**src/hw/rtl/srsm_pkg.sv**
```systemverilog
// Package for the step response settle monitor: types, codes and constants.
`timescale 1ns / 1ps
`default_nettype none
package srsm_pkg;

  // Configuration register indexes
  localparam logic [1:0] CFG_TARGET_POSITION   = 2'd0;
  localparam logic [1:0] CFG_MAX_MOTION_MS     = 2'd1;
  localparam logic [1:0] CFG_SETTLE_WINDOW_MS  = 2'd2;
  localparam logic [1:0] CFG_SETTLE_VOLTAGE_MV = 2'd3;

  // Reset values of the configuration registers
  localparam logic [31:0] TARGET_POSITION_RST   = 32'd0;
  localparam logic [15:0] MAX_MOTION_MS_RST     = 16'd5000;
  localparam logic [15:0] SETTLE_WINDOW_MS_RST  = 16'd100;
  localparam logic [13:0] SETTLE_VOLTAGE_MV_RST = 14'd500;

  // Input command codes
  localparam logic CMD_START  = 1'b0;
  localparam logic CMD_SAMPLE = 1'b1;

  // Speed scale: position change per ms to per second
  localparam int unsigned SPEED_SCALE = 1000;
  // Dividend width: 32 bit magnitude times a 10 bit scale
  localparam int unsigned DIV_W       = 42;
  localparam int unsigned DIV_CNT_W   = $clog2(DIV_W);
  localparam logic [DIV_CNT_W-1:0] DIV_LAST = DIV_CNT_W'(DIV_W - 1);

  localparam logic [30:0] SAT31 = 31'h7FFF_FFFF;
  localparam logic [15:0] SAT16 = 16'hFFFF;

  typedef enum logic [1:0] {
    RUN_ACTIVE  = 2'd0,
    RUN_SETTLED = 2'd1,
    RUN_TIMEOUT = 2'd2
  } run_e;

  typedef enum logic [2:0] {
    ST_IDLE,
    ST_CALC,
    ST_MUL,
    ST_DIV,
    ST_UPDATE,
    ST_PUBLISH
  } state_e;

endpackage
`default_nettype wire

```
**src/hw/rtl/step_response_settle_monitor_top.sv**
```systemverilog
// Top level of the step response settle monitor: sequencer, restoring divider and statistics.
`timescale 1ns / 1ps
`default_nettype none
// Watches one step response of a two-sided drive. A start word (cmd 0) records the start
// time, position and error sign and clears all statistics; each sample word (cmd 1) updates
// peak absolute speed, peak absolute position, error sign crossings and the settle detector.
// Every input word yields exactly one result word with the current statistics. The block
// takes one word at a time: a start word, a sample after the run has ended, or a timed-out
// sample goes from the calculate step straight to publish; a processed sample passes through
// the multiply and update steps, and through the divider when its elapsed time since the
// previous sample is nonzero. The divider is a restoring divider that forms one quotient bit
// per cycle of |position change| * 1000 / elapsed ms. The input is ready again in the cycle
// after the result is loaded. A finished result sits in an output register, so the next
// word is accepted while the previous result still waits; it is only moved out once that
// register is free. Configuration writes are taken in any cycle (cfg_ready_o is tied high)
// and must only be issued while the block is idle.
module step_response_settle_monitor_top #(
  parameter int unsigned STOPS_REQUIRED = 3
) (
  input  wire logic               clk_i,
  input  wire logic               rst_ni,
  // configuration write channel
  input  wire logic               cfg_valid_i,
  output logic                    cfg_ready_o,
  input  wire logic [1:0]         cfg_index_i,
  input  wire logic [31:0]        cfg_data_i,
  // input channel
  input  wire logic               in_valid_i,
  output logic                    in_ready_o,
  input  wire logic               cmd_i,
  input  wire logic [31:0]        time_ms_i,
  input  wire logic signed [31:0] position_i,
  input  wire logic signed [14:0] left_voltage_mv_i,
  input  wire logic signed [14:0] right_voltage_mv_i,
  // output channel
  output logic                    out_valid_o,
  input  wire logic               out_ready_i,
  output logic [30:0]             peak_speed_o,
  output logic [30:0]             peak_abs_position_o,
  output logic [15:0]             crossing_count_o,
  output logic [31:0]             settle_time_ms_o,
  output logic                    done_res_o,
  output logic                    timed_out_o
);
  import srsm_pkg::*;

  localparam int unsigned CntW = (STOPS_REQUIRED > 1) ? $clog2(STOPS_REQUIRED + 1) : 1;
  localparam logic [CntW:0] StopsReq = (CntW + 1)'(STOPS_REQUIRED);

  // Sequencer
  state_e state_q, state_d;

  // Configuration registers
  logic [31:0] target_q;
  logic [15:0] max_motion_q;
  logic [15:0] window_ms_q;
  logic [13:0] volt_thr_q;

  // Captured input word
  logic        cmd_q;
  logic [31:0] time_q;
  logic [31:0] pos_q;
  logic [14:0] vl_abs_q, vr_abs_q;

  // Run state
  logic [31:0] start_time_q, start_time_d;
  logic [31:0] prev_time_q, prev_time_d;
  logic [31:0] prev_pos_q, prev_pos_d;
  logic        prev_neg_q, prev_neg_d;
  logic [31:0] qstart_q, qstart_d;
  logic        qflag_q, qflag_d;
  logic [CntW-1:0] qcnt_q, qcnt_d;
  logic [30:0] peak_speed_q, peak_speed_d;
  logic [30:0] peak_pos_q, peak_pos_d;
  logic [15:0] cross_q, cross_d;
  logic [31:0] settle_q, settle_d;
  run_e        run_q, run_d;

  // Divider
  logic [31:0]          diff_q, diff_d;
  logic [31:0]          dt_q, dt_d;
  logic [31:0]          rem_q, rem_d;
  logic [DIV_W-1:0]     quo_q, quo_d;
  logic [DIV_CNT_W-1:0] cnt_q, cnt_d;

  // Output register
  logic out_valid_q;

  logic in_acc, out_free;
  assign in_acc      = in_valid_i && in_ready_o;
  assign out_free    = !out_valid_q || out_ready_i;
  assign in_ready_o  = (state_q == ST_IDLE);
  assign cfg_ready_o = 1'b1;
  assign out_valid_o = out_valid_q;

  // Shared arithmetic terms
  logic [31:0] elapsed;
  logic        timeout_hit;
  logic [32:0] err_ext;
  logic        err_neg;
  logic [32:0] pdiff;
  logic [32:0] pdiff_abs;
  logic [31:0] pos_abs;
  logic [30:0] pos_sat;
  logic [32:0] rem_sh;
  logic        rem_ge;
  logic [30:0] speed_sat;
  logic        quiet;
  logic [31:0] win_elapsed;
  logic [CntW:0] qcnt_inc;

  assign elapsed     = time_q - start_time_q;
  assign timeout_hit = elapsed >= {16'd0, max_motion_q};
  assign err_ext     = {pos_q[31], pos_q} - {target_q[31], target_q};
  assign err_neg     = err_ext[32];
  assign pdiff       = {pos_q[31], pos_q} - {prev_pos_q[31], prev_pos_q};
  assign pdiff_abs   = pdiff[32] ? (33'd0 - pdiff) : pdiff;
  assign pos_abs     = pos_q[31] ? (32'd0 - pos_q) : pos_q;
  // Only the most negative position has magnitude 2^31; clamp it
  assign pos_sat     = pos_abs[31] ? SAT31 : pos_abs[30:0];
  assign rem_sh      = {rem_q, quo_q[DIV_W-1]};
  assign rem_ge      = rem_sh >= {1'b0, dt_q};
  assign speed_sat   = (|quo_q[DIV_W-1:31]) ? SAT31 : quo_q[30:0];
  assign quiet       = (vl_abs_q < {1'b0, volt_thr_q}) && (vr_abs_q < {1'b0, volt_thr_q});
  assign win_elapsed = time_q - qstart_q;
  assign qcnt_inc    = {1'b0, qcnt_q} + (CntW + 1)'(1);

  // Next state
  always_comb begin
    state_d = state_q;
    case (state_q)
      ST_IDLE: begin
        if (in_acc) state_d = ST_CALC;
      end
      ST_CALC: begin
        if (cmd_q == CMD_START || run_q != RUN_ACTIVE || timeout_hit) begin
          state_d = ST_PUBLISH;
        end else begin
          state_d = ST_MUL;
        end
      end
      ST_MUL: begin
        state_d = (dt_q == 32'd0) ? ST_UPDATE : ST_DIV;
      end
      ST_DIV: begin
        if (cnt_q == DIV_LAST) state_d = ST_UPDATE;
      end
      ST_UPDATE: begin
        state_d = ST_PUBLISH;
      end
      ST_PUBLISH: begin
        if (out_free) state_d = ST_IDLE;
      end
      default: state_d = ST_IDLE;
    endcase
  end

  // Datapath updates per sequencer step
  always_comb begin
    start_time_d = start_time_q;
    prev_time_d  = prev_time_q;
    prev_pos_d   = prev_pos_q;
    prev_neg_d   = prev_neg_q;
    qstart_d     = qstart_q;
    qflag_d      = qflag_q;
    qcnt_d       = qcnt_q;
    peak_speed_d = peak_speed_q;
    peak_pos_d   = peak_pos_q;
    cross_d      = cross_q;
    settle_d     = settle_q;
    run_d        = run_q;
    diff_d       = diff_q;
    dt_d         = dt_q;
    rem_d        = rem_q;
    quo_d        = quo_q;
    cnt_d        = cnt_q;
    case (state_q)
      ST_CALC: begin
        diff_d = pdiff_abs[31:0];
        dt_d   = time_q - prev_time_q;
        if (cmd_q == CMD_START) begin
          // Restart the run from this word
          start_time_d = time_q;
          prev_time_d  = time_q;
          prev_pos_d   = pos_q;
          prev_neg_d   = err_neg;
          qstart_d     = 32'd0;
          qflag_d      = 1'b0;
          qcnt_d       = '0;
          peak_speed_d = '0;
          peak_pos_d   = '0;
          cross_d      = '0;
          settle_d     = '0;
          run_d        = RUN_ACTIVE;
        end else if (run_q == RUN_ACTIVE && timeout_hit) begin
          run_d = RUN_TIMEOUT;
        end
      end
      ST_MUL: begin
        // Load the scaled magnitude as dividend
        quo_d = DIV_W'(diff_q) * DIV_W'(SPEED_SCALE);
        rem_d = '0;
        cnt_d = '0;
      end
      ST_DIV: begin
        rem_d = rem_ge ? 32'(rem_sh - {1'b0, dt_q}) : rem_sh[31:0];
        quo_d = {quo_q[DIV_W-2:0], rem_ge};
        cnt_d = cnt_q + DIV_CNT_W'(1);
      end
      ST_UPDATE: begin
        if (dt_q != 32'd0 && speed_sat > peak_speed_q) peak_speed_d = speed_sat;
        if (pos_sat > peak_pos_q) peak_pos_d = pos_sat;
        if (err_neg != prev_neg_q && cross_q != SAT16) cross_d = cross_q + 16'd1;
        prev_neg_d  = err_neg;
        prev_pos_d  = pos_q;
        prev_time_d = time_q;
        if (quiet) begin
          if (!qflag_q) begin
            // Open the first window
            qstart_d = time_q;
            qflag_d  = 1'b1;
          end else if (win_elapsed >= {16'd0, window_ms_q}) begin
            qcnt_d = qcnt_inc[CntW-1:0];
            if (qcnt_inc >= StopsReq) begin
              settle_d = elapsed;
              run_d    = RUN_SETTLED;
            end else begin
              qstart_d = time_q;
            end
          end
        end else begin
          // Loud sample: drop the window
          qstart_d = 32'd0;
          qflag_d  = 1'b0;
          qcnt_d   = '0;
        end
      end
      default: ;
    endcase
  end

  // Control registers
  always_ff @(posedge clk_i or negedge rst_ni) begin
    if (!rst_ni) begin
      state_q      <= ST_IDLE;
      out_valid_q  <= 1'b0;
      target_q     <= TARGET_POSITION_RST;
      max_motion_q <= MAX_MOTION_MS_RST;
      window_ms_q  <= SETTLE_WINDOW_MS_RST;
      volt_thr_q   <= SETTLE_VOLTAGE_MV_RST;
      start_time_q <= '0;
      prev_time_q  <= '0;
      prev_pos_q   <= '0;
      prev_neg_q   <= 1'b0;
      qstart_q     <= '0;
      qflag_q      <= 1'b0;
      qcnt_q       <= '0;
      peak_speed_q <= '0;
      peak_pos_q   <= '0;
      cross_q      <= '0;
      settle_q     <= '0;
      run_q        <= RUN_ACTIVE;
    end else begin
      state_q      <= state_d;
      start_time_q <= start_time_d;
      prev_time_q  <= prev_time_d;
      prev_pos_q   <= prev_pos_d;
      prev_neg_q   <= prev_neg_d;
      qstart_q     <= qstart_d;
      qflag_q      <= qflag_d;
      qcnt_q       <= qcnt_d;
      peak_speed_q <= peak_speed_d;
      peak_pos_q   <= peak_pos_d;
      cross_q      <= cross_d;
      settle_q     <= settle_d;
      run_q        <= run_d;
      if (state_q == ST_PUBLISH && out_free) begin
        out_valid_q <= 1'b1;
      end else if (out_ready_i) begin
        out_valid_q <= 1'b0;
      end
      if (cfg_valid_i && cfg_ready_o) begin
        case (cfg_index_i)
          CFG_TARGET_POSITION:   target_q     <= cfg_data_i;
          CFG_MAX_MOTION_MS:     max_motion_q <= cfg_data_i[15:0];
          CFG_SETTLE_WINDOW_MS:  window_ms_q  <= cfg_data_i[15:0];
          CFG_SETTLE_VOLTAGE_MV: volt_thr_q   <= cfg_data_i[13:0];
          default: ;
        endcase
      end
    end
  end

  // Payload registers: captured word, divider and result
  always_ff @(posedge clk_i) begin
    if (in_acc) begin
      cmd_q    <= cmd_i;
      time_q   <= time_ms_i;
      pos_q    <= position_i;
      // |v| of a 15 bit value; the most negative code gives 2^14
      vl_abs_q <= left_voltage_mv_i[14]  ? 15'(15'd0 - left_voltage_mv_i)  : left_voltage_mv_i;
      vr_abs_q <= right_voltage_mv_i[14] ? 15'(15'd0 - right_voltage_mv_i) : right_voltage_mv_i;
    end
    diff_q <= diff_d;
    dt_q   <= dt_d;
    rem_q  <= rem_d;
    quo_q  <= quo_d;
    cnt_q  <= cnt_d;
    if (state_q == ST_PUBLISH && out_free) begin
      peak_speed_o        <= peak_speed_q;
      peak_abs_position_o <= peak_pos_q;
      crossing_count_o    <= cross_q;
      settle_time_ms_o    <= settle_q;
      done_res_o          <= (run_q != RUN_ACTIVE);
      timed_out_o         <= (run_q == RUN_TIMEOUT);
    end
  end

endmodule
`default_nettype wire

```
**config.mk**
```make
export PLATFORM = sky130hd
export DESIGN_NAME = step_response_settle_monitor_top
export DESIGN_NICKNAME = d
export VERILOG_FILES = /design/src/hw/rtl/srsm_pkg.sv /design/src/hw/rtl/step_response_settle_monitor_top.sv
export SDC_FILE = /design/constraint.sdc
export NUM_CORES = 2
export LEC_CHECK = 0
export BUFFER_PORTS_ARGS = -buffer_cell sky130_fd_sc_hd__buf_2
export CORE_UTILIZATION = 55
export DETAILED_ROUTE_END_ITERATION = 10
export GPL_ROUTABILITY_DRIVEN = 0
export PLACE_DENSITY = 0.73
export SETUP_SLACK_MARGIN = 0.15
export SLEW_MARGIN = 20
export SYNTH_ARGS = -nofsm -noshare
export SYNTH_HDL_FRONTEND = slang
export SYNTH_SLANG_ARGS = --single-unit
```
**constraint.sdc**
```tcl
create_clock -name clk_i -period 18.4 [get_ports clk_i]
set_clock_uncertainty 0.05 [all_clocks]
set_input_delay 3.68 -clock clk_i [delete_from_list [all_inputs] [get_ports clk_i]]
set_output_delay 3.68 -clock clk_i [all_outputs]
set_load 0.02 [all_outputs]
```
=== Word-level counts from Yosys, hierarchy flattened ===
Cells that the tools add are included.

* Add/sub/neg operators: 13
* $mul: 1
* Divide/modulo/power cells: 0
* Magnitude comparators: 8
* Equal/unequal tests: 28
* Shift-type cells: 0
* Multiplexer cells: 58
* Bitwise operators: 1
* Reduce and logical (&&, ||, !) cells: 34

{| class="wikitable"
|+ Operators with widths
! operator !! count
|-
| two-way mux 32 bit || 14
|-
| case mux 32 bit (2 select lines) || 5
|-
| two-way mux 31 bit || 5
|-
| subtractor 32 bit || 4
|-
| case mux 31 bit (2 select lines) || 2
|-
| case mux 42 bit (2 select lines) || 1
|-
| subtractor 32 x 32 -> 33 bit || 2
|-
| greater-or-equal comparator 32 x 16 -> 1 bit || 2
|-
| subtractor 1 x 32 -> 32 bit (first input constant) || 2
|-
| > comparator 31 bit || 2
|-
| multiplier 32 x 7 -> 39 bit (second input constant) || 1
|-
| greater-or-equal comparator 33 x 32 -> 1 bit || 1
|-
| zero test 32 bit || 1
|-
| two-way mux 16 bit || 2
|-
| case mux 16 bit (2 select lines) || 1
|-
| nonzero test 32 bit || 1
|-
| less-than comparator 15 x 14 -> 1 bit || 2
|-
| subtractor 1 x 15 -> 15 bit (first input constant) || 2
|-
| two-way mux 14 bit || 2
|-
| two-way mux 2 bit || 10
|-
| inequality test 2 bit (second input constant) || 10
|-
| case mux 3 bit (6 select lines) || 1
|-
| adder 16 x 1 -> 16 bit (second input constant) || 1
|-
| inequality test 16 bit (second input constant) || 1
|-
| 30 further kinds || 68
|}

* Bits in registers: 677
* Latch bits: 0
* Memory bits (writable): 0
* Bits in read-only memories: 0
* Memories: 0

=== Longest topological paths before layout ===
* Depth after elaboration: 7
* Depth in mapped cells: 24
* Mapped depth without buffers: 22

=== Worst setup path before layout ===
No wires, ideal clock.

* Kind: input -> register
* Start: input out_ready_i
* End: register crossing_count_o[0], enable pin
* Setup time: 0.596 ns
* Arrival: 8.765 ns
* Data required time: 17.754 ns
* Setup slack: 8.989 ns
* Stages on the path: 2
* Cell sequence: nand2b_1 -> nor2b_1

* Cells in the longest elaborated chain, start to end: 2

{| class="wikitable"
|+ RTL lines
! item !! line !! RTL
|-
| from (decl) || step_response_settle_monitor_top.sv:37 || <nowiki>input wire logic out_ready_i,</nowiki>
|-
| logical OR 1 bit || step_response_settle_monitor_top.sv:91 || <nowiki>assign out_free = !out_valid_q || out_ready_i;</nowiki>
|-
| logical AND 1 bit || step_response_settle_monitor_top.sv:309 || <nowiki>if (state_q == ST_PUBLISH && out_free) begin</nowiki>
|-
| to (signal assigned) || step_response_settle_monitor_top.sv:312 || <nowiki>crossing_count_o <= cross_q;</nowiki>
|-
| to (decl) || step_response_settle_monitor_top.sv:40 || <nowiki>output logic [15:0] crossing_count_o,</nowiki>
|}

Every way passes these cells.
A chain may end at the register's enable or synchronous reset.

=== Worst setup path after layout ===
* Start: register pos_q[3]
* End: register peak_pos_q[30]

* Cells in the longest elaborated chain, start to end: 6
* Elaborated cells between the ends (all ways): 8
* Classes of those cells: add/sub (1); order compare (1); eq/ne (1); mux (4); reduce/logical (1)

{| class="wikitable"
|+ RTL lines
! item !! line !! RTL
|-
| from (decl) || step_response_settle_monitor_top.sv:62 || <nowiki>logic [31:0] pos_q;</nowiki>
|-
| from (signal assigned) || step_response_settle_monitor_top.sv:299 || <nowiki>pos_q <= position_i;</nowiki>
|-
| subtractor 1 x 32 -> 32 bit || step_response_settle_monitor_top.sv:118 || <nowiki>assign pos_abs = pos_q[31] ? (32'd0 - pos_q) : pos_q;</nowiki>
|-
| two-way mux 32 bit * || step_response_settle_monitor_top.sv:118 ||
|-
| two-way mux 31 bit * || step_response_settle_monitor_top.sv:120 || <nowiki>assign pos_sat = pos_abs[31] ? SAT31 : pos_abs[30:0];</nowiki>
|-
| > comparator 31 bit || step_response_settle_monitor_top.sv:212 || <nowiki>if (pos_sat > peak_pos_q) peak_pos_d = pos_sat;</nowiki>
|-
| inequality test 2 bit (no source line) || - ||
|-
| AND reduction 3 bit (no source line) || - ||
|-
| to (signal assigned) || step_response_settle_monitor_top.sv:273 || <nowiki>peak_pos_q <= peak_pos_d;</nowiki>
|-
| to (decl) || step_response_settle_monitor_top.sv:74 || <nowiki>logic [30:0] peak_pos_q, peak_pos_d;</nowiki>
|}

Every way passes the cells marked *; elsewhere a longest branch is shown, timed or not. The select of a mux whose other input is x is not followed.

==> impl_metrics.py <==
metrics = {
    "grt": {
        "grt_max_degree": 167,
        "first_global_vias": 31370,
        "grt_util_met1": 0.352,
        "grt.busiest_layer": "met2",
        "grt_pass1_wl_mm": 166,
        "global_route.usage.met2": 0.419,
        "antenna_found_initial": 2,
        "met3_usage": 0.0323,
        "sum_of_overflow_across_all_layers_after_global_routing": 0,
        "grt.total_usage": 0.254,
    },
    "sta": {
        "hold_viol_final": 0,
        "maxSlewHeadroom": 0.286,
        "setup_violations": 0,
        "worst_pin_slew_ns": 1.07,
        "timing_max_transition_violations_final": 0,
        "max_freq_mhz": 141,
        "final_worst_path_cycle_share": 0.385,
        "layout_min_cycle_time_ns": 7.08,
        "grt_setup_unrepaired": "no",
        "aggregate_negative_setup_slack_ns": 0,
        "whs_ns": 0.397,
    },
    "min_path": {
        "hold_path_class": "register to register",
        "min-delay-start": "settle_q[21]$_DFFE_PN0P_",
        "hold_crit_endpoint": "settle_time_ms_o[21]$_DFFE_PP_",
        "hold-path-cell-count": 0,
    },
    "drt": {
        "route.vias.total": 32106,
        "via_per_inst": 5.68,
        "antenna_left": 0,
        "drt_first_pass_iters": 6,
        "routed_wire_length_per_instance_um": 18.2,
        "drt_iter0_markers": 2265,
        "remaining_design_rule_violation_count": 0,
        "route.final.wire_length_mm": 103,
    },
    "place": {
        "dpl.cell_count": 5511,
        "io_buffer_count": 247,
        "post-dp-hpwl_mm": 77.5,
        "detailed_place.area_um2": 46700,
    },
    "critical_path": {
        "path_delay_family": "simple AND/OR/NAND/NOR gates",
        "worstReg2RegEnd": "peak_pos_q[30]$_DFFE_PN0P_",
        "reg2reg_from": "pos_q[3]$_DFFE_PP_",
        "crit_buf_inv": 2,
        "critPathMaxStageDelay_ns": 0.80,
        "worst_path_max_delay_cell": "sky130_fd_sc_hd__a31oi_4",
        "ff2ff_path_depth": 24,
        "crit_path_start_kind": "register",
        "critPathRequiredTime_ns": 18.86,
        "critical_path.endpoint_type": "register",
        "crit_arrival_ns": 7.54,
        "reg2reg_slack_ns": 11.32,
        "criticalPathCategory": "register to register",
        "cell_by_cell_listing_of_the_critical_path": "or3_1 -> or3_1 -> nor2_1 -> nand3_1 -> or3_1 -> or3_1 -> nor3_2 -> nand3_1 -> buf_4 -> o211ai_1 -> ha_1 -> nor2b_1 -> o21a_1 -> o21a_1 -> o21a_1 -> o21ai_0 -> nand2b_1 -> a21oi_1 -> nor3_1 -> a2111oi_0 -> o21ai_0 -> a31oi_4 -> buf_4 -> mux2_2",
        "worst-path-max-fanout": 25,
        "most_common_cell_type_on_the_critical_path": "sky130_fd_sc_hd__or3_1",
    },
    "clock_network": {
        "cts_inserted_buffers": 76,
        "post_cts_resized": 0,
        "clock_tree_from_tritoncts": "built",
        "htreeDepth": 3,
        "buffers_from_clock_root_to_sink_at_most": 3,
        "buffer_count_from_post_cts_setup_fixing": 0,
        "numClockSinks": 677,
        "cts.reportedPaths.clkPinSlew_ns": 0.06,
        "insertion_delay_ns": 0.62,
        "hold_buffer_count_at_cts": 0,
        "cts-root-buf": "sky130_fd_sc_hd__clkbuf_16",
    },
    "floorplanning": {
        "die_height_um": 286,
        "floorplan.rows": 103,
        "floorplan.die.width_um": 286,
        "die-area_um2": 81700,
        "start_util": 0.558,
        "core_area_um2": 79400,
        "boundaryPins": 249,
    },
    "final_layout": {
        "mostFrequentLayoutCell": "sky130_fd_sc_hd__inv_1",
        "final_layout_size_suffix_gt1_frac": 0.140,
        "syn2layout_area_growth_pct": 11.2,
        "final_nets": 5198,
        "final_cell_area_um2": 49300,
        "mostFrequentLayoutCells": "sky130_fd_sc_hd__inv_1, sky130_fd_sc_hd__ha_1, sky130_fd_sc_hd__edfxtp_1, sky130_fd_sc_hd__nand2_1, sky130_fd_sc_hd__dfrtp_1",
        "final_cell_count_no_fill": 5653,
    },
    "yosys": {
        "synth_area_um2": 44300,
        "synth_xor_xnor_area_share": 0.0482,
        "ys_ff_latch": 677,
        "synth_nets": 4960,
        "synth.yosys.seq_area_share": 0.422,
        "synth_compound_area_frac": 0.137,
        "synth_async_sr_flop_share": 0.482,
        "syn_avg_cell_area_um2": 10.3,
        "synth_cells": 4301,
        "portion_of_netlist_area_occupied_by_mux_cells": 0.0508,
        "synth.distinct_cells": 98,
        "yosysWarnings": 0,
        "yosys.area_share.adder": 0.169,
        "synth_simple_gate_area_frac": 0.118,
        "synth-edff-count": 351,
        "synth_top_flop_cell": "sky130_fd_sc_hd__edfxtp_1",
        "largest_family_of_logic_cells_by_synthesized_area": "adder cells",
    },
    "job": {
        "drv_cap": 0,
    },
    "outcome": {
        "outcome": "complete, no violations",
    },
}
cells in the mapped netlist, types with 92 or more instances:
| library cell | instances | area, um^2 |
|---|---|---|
| sky130_fd_sc_hd__inv_1 | 524 | 1970 |
| sky130_fd_sc_hd__ha_1 | 402 | 5030 |
| sky130_fd_sc_hd__edfxtp_1 | 351 | 10500 |
| sky130_fd_sc_hd__nand2_1 | 344 | 1290 |
| sky130_fd_sc_hd__dfrtp_1 | 312 | 7810 |
| sky130_fd_sc_hd__o21ai_0 | 259 | 1300 |
| sky130_fd_sc_hd__nor2_1 | 240 | 901 |
| sky130_fd_sc_hd__a21oi_1 | 218 | 1090 |
| sky130_fd_sc_hd__mux2_2 | 142 | 1600 |
| sky130_fd_sc_hd__xnor2_1 | 126 | 1100 |
| sky130_fd_sc_hd__a21o_1 | 125 | 938 |
| sky130_fd_sc_hd__fa_1 | 123 | 2460 |
| sky130_fd_sc_hd__xor2_1 | 118 | 1030 |
| sky130_fd_sc_hd__clkbuf_1 | 92 | 345 |
cell type report:
class                           count  area [um^2]
Tap cell                         1050         1310
Timing Repair Buffer              274         1460
Multi-Input combinational cell   2986        23200
Clock inverter                     43          454
Antenna cell                        1         2.50
Clock buffer                       98         2120
Sequential cell                   677        18700
Inverter                          524         1970
Fill cell                        6572        30100
sequential cells by signal, indices dropped and copies added, names as in the netlist, 32 cells and up:
signal            count
start_time_q         32
diff_q               32
dt_q                 32
qstart_q             32
quo_q                42
settle_time_ms_o     32
pos_q                32
time_q               32
settle_q             32
prev_pos_q           32
prev_time_q          32
target_q             32
rem_q                32
per-layer routing:
metal | share of wire | wire length, um
met3 | 0.050 | 5120
met2 | 0.47 | 48500
met4 | 0.021 | 2170
met5 | 0 | 0
met1 | 0.46 | 47200
per-stage QoR:
stage | worst slack, ns | utilization
floorplan | 8.99 | -
global placement | 11.55 | 0.588
detailed placement | 11.42 | 0.588
CTS | 11.38 | 0.620
global route | 10.91 | 0.620
finish | 11.32 | 0.621
kinds of logic after synthesis:
| family | count (synthesis) |
|---|---|
| and+or+nand+nor | 1077 |
| AOI/OAI and AO/OA | 932 |
| DFF | 677 |
| buffers and inverters | 638 |
| adders and majority gates | 525 |
| xor gates and xnor gates | 244 |
| muxes | 207 |
| other | 1 |
how the worst max path moves through the flow:
stage	from	endpoint	slack, ns	cells after the start
2_1_floorplan	out_ready_i	crossing_count_o[0]$_DFFE_PP_	8.99	2
5_1_grt	pos_q[3]$_DFFE_PP_	peak_pos_q[30]$_DFFE_PN0P_	10.91	24
3_5_place_dp	pos_q[3]$_DFFE_PP_	peak_pos_q[30]$_DFFE_PN0P_	11.42	24
3_3_place_gp	pos_q[4]$_DFFE_PP_	peak_pos_q[29]$_DFFE_PN0P_	11.55	24
4_1_cts	pos_q[3]$_DFFE_PP_	peak_pos_q[30]$_DFFE_PN0P_	11.38	24
6_report	pos_q[3]$_DFFE_PP_	peak_pos_q[30]$_DFFE_PN0P_	11.32	24
worst reg2reg max path, delay by kind of cell, from the launching register on:
kind	cells	cell delay (ns)
flip-flops	1	0.50
AND/OR/NAND/NOR	11	2.75
adder cells (fa/ha/maj)	1	0.30
AO/OA/AOI/OAI	9	2.38
buffers and inverters	2	0.63
multiplexers	1	0.37
Power is not shown: default switching activity piles up to over one toggle a cycle in this logic, so the estimate is an artifact.
